<file path="config.mk">
export PLATFORM = sky130hd
export DESIGN_NAME = psst_off_mul
export DESIGN_NICKNAME = d
export VERILOG_FILES = /design/src/psst_pkg.sv /design/src/psst_off_mul.sv
export SDC_FILE = /design/constraint.sdc
export NUM_CORES = 1
export LEC_CHECK = 0
export BUFFER_PORTS_ARGS = -buffer_cell sky130_fd_sc_hd__buf_2
export CORE_MARGIN = 1.5
export CORE_UTILIZATION = 57
export CTS_BUF_LIST = sky130_fd_sc_hd__clkbuf_8
export DETAILED_ROUTE_END_ITERATION = 6
export GPL_ROUTABILITY_DRIVEN = 0
export PLACE_DENSITY = 0.77
export SLEW_MARGIN = 10
export SYNTH_ARGS = -nofsm -noshare
export SYNTH_HDL_FRONTEND = slang
export SYNTH_SLANG_ARGS = --single-unit
</file>
<file path="constraint.sdc">
create_clock -name clk -period 17.5 [get_ports clk]
set_clock_uncertainty 0.05 [all_clocks]
set_input_delay 3.5 -clock clk [delete_from_list [all_inputs] [get_ports clk]]
set_output_delay 3.5 -clock clk [all_outputs]
set_load 0.005 [all_outputs]
</file>
<file path="src/psst_pkg.sv">
// Shared types, codes and sizes for the packed sparse-set table.
package psst_pkg;

  localparam int ENTRIES = 1024;
  localparam int ID_W    = 10;
  localparam int SLOT_W  = $clog2(ENTRIES);
  localparam int CNT_W   = SLOT_W + 1;
  localparam int EB_W    = 13;
  localparam int OFF_W   = 22;
  localparam int FUNC_W  = 2;

  localparam logic [CNT_W-1:0] CNT_FULL = CNT_W'(ENTRIES);

  typedef enum logic [FUNC_W-1:0] {
    FN_INSERT = 2'd0,
    FN_REMOVE = 2'd1,
    FN_LOOKUP = 2'd2,
    FN_NOP    = 2'd3
  } func_t;

  typedef enum logic [1:0] {
    ST_OK      = 2'd0,
    ST_FULL    = 2'd1,
    ST_ABSENT  = 2'd2,
    ST_PRESENT = 2'd3
  } status_t;

  typedef enum logic [2:0] {
    S_INIT,
    S_IDLE,
    S_LOOK,
    S_MULD,
    S_MULS,
    S_OUT
  } state_t;

  typedef struct packed {
    logic              valid;
    logic [SLOT_W-1:0] slot;
  } e2s_entry_t;

  typedef struct packed {
    logic            we;
    logic [ID_W-1:0] addr;
    e2s_entry_t      data;
  } e2s_wr_t;

  typedef struct packed {
    logic              we;
    logic [SLOT_W-1:0] addr;
    logic [ID_W-1:0]   data;
  } s2e_wr_t;

endpackage

</file>
<file path="src/psst_off_mul.sv">
// Registered slot-times-record-size multiplier for byte offsets.
module psst_off_mul
  import psst_pkg::*;
(
  input  logic              clk,
  input  logic [SLOT_W-1:0] slot,
  input  logic [EB_W-1:0]   elem_bytes,
  output logic [OFF_W-1:0]  prod
);

  logic [SLOT_W+EB_W-1:0] full;
  logic [OFF_W-1:0]       prod_r;

  assign full = {{EB_W{1'b0}}, slot} * {{SLOT_W{1'b0}}, elem_bytes};
  assign prod = prod_r;

  // Keep the low bits; larger offsets wrap.
  always_ff @(posedge clk) begin
    prod_r <= full[OFF_W-1:0];
  end

endmodule

</file>
==> flow_summary.ini <==
[cells_and_area]
drive_gt1_share_pct = 10.0
multiInputGateArea_sq_um = 3780
syn_to_final_growth_pct = 6.94
nFillCells = 710
stdcell_area_sq_um = 4950
layout_common_cells = inv_1, fa_1, and2_1
diodes = 0
layout.nets = 704
ff_latch_area_sq_um = 440
largest_reg_flops = 22

[global_route]
grt.total_usage_pct = 24.4
grtUsageMet3_pct = 2.60
grt_first_pass_wirelength_um = 16600
grt_overflow = 0
antenna_found_initial = 0
grt_util_met2_pct = 45.3
grt_pass1_vias = 3632
gr-usage-met1_pct = 30.6
grt_start_max_net_pins = 14
gr-max-usage-layer = met2

[drt]
ant_nets = 0
vias = 3470
drc = 0
viasPerCell = 5.41
routed_wl_um = 9690
wire_per_inst_um = 15.1
dr.pass1.iters = 4
drt_iter0_markers = 113

[die]
ios = 46
initial_utilization_pct = 59.3
num_rows = 32
die_height_um = 93.1
coreArea_sq_um = 7810
die_x_um = 93.1
dieArea_sq_um = 8670

[synthesis]
yosysWarnings = 0
synth_top_cell_by_area = fa_1
ys_async_sr_fraction_pct = 0
avgSynthCellArea_sq_um = 9.06
syn_inst = 511
synth_nets = 675
yosys-top-cells-area = fa_1, ha_1, and2_1, dfxtp_1, inv_1
netlist-cell-type-count = 34
ys_ff_latch = 22
syn_area_sq_um = 4630
synth_edf_count = 0
synth_top_area_share_pct = 36.7
synth-main-ff-cell = dfxtp_1
synth-seq-area-share_pct = 9.51

[sta]
final.period_utilization_pct = 46.0
max_freq_mhz = 124
rsz0062_at_grt = false
fin_tns_setup_ps = 0
whs_ps = 3560
maxSlewHeadroom_pct = 66.3
drv_slew = 0
finalSetupViolCount = 0
fin_crit_ps = 8050
worst_slew_pin_slew_ps = 502
hold_viol = 0

[clock_network]
cts_hold_buf = 0
clockRootBuffer = clkbuf_8
cts.path.max_buffers = 2
cts.sinks = 22
htreeDepth = 1
postCtsSetupRepairBufs = 0
cts_tree = built
cts_resized = 0
clkSlewWorstSetupHoldPaths_ps = 80
cts_buffers = 3

[outcome]
outcome = finished clean

[power]
leakage_nw = 2.60
ir_drop_mv = 0.121
powerDensity_nw_per_um2 = 161

[flow_run]
drv_cap = 0

[placed_design]
postPlaceCellArea_sq_um = 4900
dpl.hpwl_um = 8340
portBuffers = 45

[min_path]
hp-class = input pin to register

[critical_path]
cp.required_ps = 17600
crit_fanout = 13
worstSetupPathType = input pin to register
cp-start-kind = input pin
cp-end-kind = register
arrival_ps = 8150
-- cell type report --
class	count	share of cell area [%]
Multi-Input combinational cell	383	76.4
Sequential cell	22	8.89
Inverter	85	6.44
Timing Repair Buffer	45	4.55
Tap cell	102	2.58
Clock buffer	4	1.11
-- critical path, cell delays in order --
cell      delay (ps)
buf_2            230
nand2_1          130
fa_1             540
inv_1             50
fa_1             510
inv_1             60
fa_1             530
inv_1             50
fa_1             470
inv_1             50
fa_1             480
inv_1             40
ha_1             380
nand4_1          140
nor3_1           340
o21ai_0          240
and4bb_2         290
xnor2_1          120
-- per-layer routing --
metal,share of wire (%),wire [um]
met3,4.3,415
met1,40,3890
met4,0.97,94
met5,0,0
met2,55,5290
-- worst paths after layout --
path | start | endpoint | slack, ps | cells after the start
worst max-delay path | slot[1] | prod[17]$_DFF_P_ | 9450 | 18
worst min-delay path | elem_bytes[0] | prod[0]$_DFF_P_ | 3560 | 2
-- synth_stat cells (3+ instances only) --
| cell type | instances |
|---|---|
| fa_1 | 85 |
| inv_1 | 85 |
| and2_1 | 73 |
| nand2_1 | 72 |
| ha_1 | 55 |
| dfxtp_1 | 22 |
| clkbuf_1 | 20 |
| a21oi_1 | 17 |
| o21ai_0 | 14 |
| xnor2_1 | 13 |
| xor2_1 | 9 |
| nor2_1 | 6 |
| a21o_1 | 5 |
| nor3_1 | 4 |
| o211ai_1 | 4 |
| nand4_1 | 3 |
-- cells by family after synthesis --
kind of cell    Yosys count  synth area share (%)
compound gates           55                  7.51
xor+xnor                 22                  4.16
fa+ha+maj               140                  51.6
buf+inv                 106                  8.75
flops                    22                  9.51
mux                       1                 0.216
simple gates            165                  18.2
-- power breakdown --
group	internal [mW]	switching, mW	leakage [nW]
Sequential	0.0831	0.00489	0.185
Combinational	0.284	0.391	2.38
Clock	0.0200	0.0162	0.0288
Total	0.387	0.412	2.60
-- metrics by stage --
step / cells / setup slack [ps] / power (mW) / utilization (%)
6_report: 641 / 9450 / 0.799 / 63.4
5_1_grt: 641 / 9170 / 0.893 / 63.4
4_1_cts: 641 / 9530 / 0.804 / 63.4
3_5_place_dp: 637 / 9260 / 0.762 / 62.7
3_3_place_gp: 637 / 9280 / 0.749 / 62.7
2_1_floorplan: 511 / 9560 / 0.608 / -
Note: power is estimated with default switching activity, not from simulation.
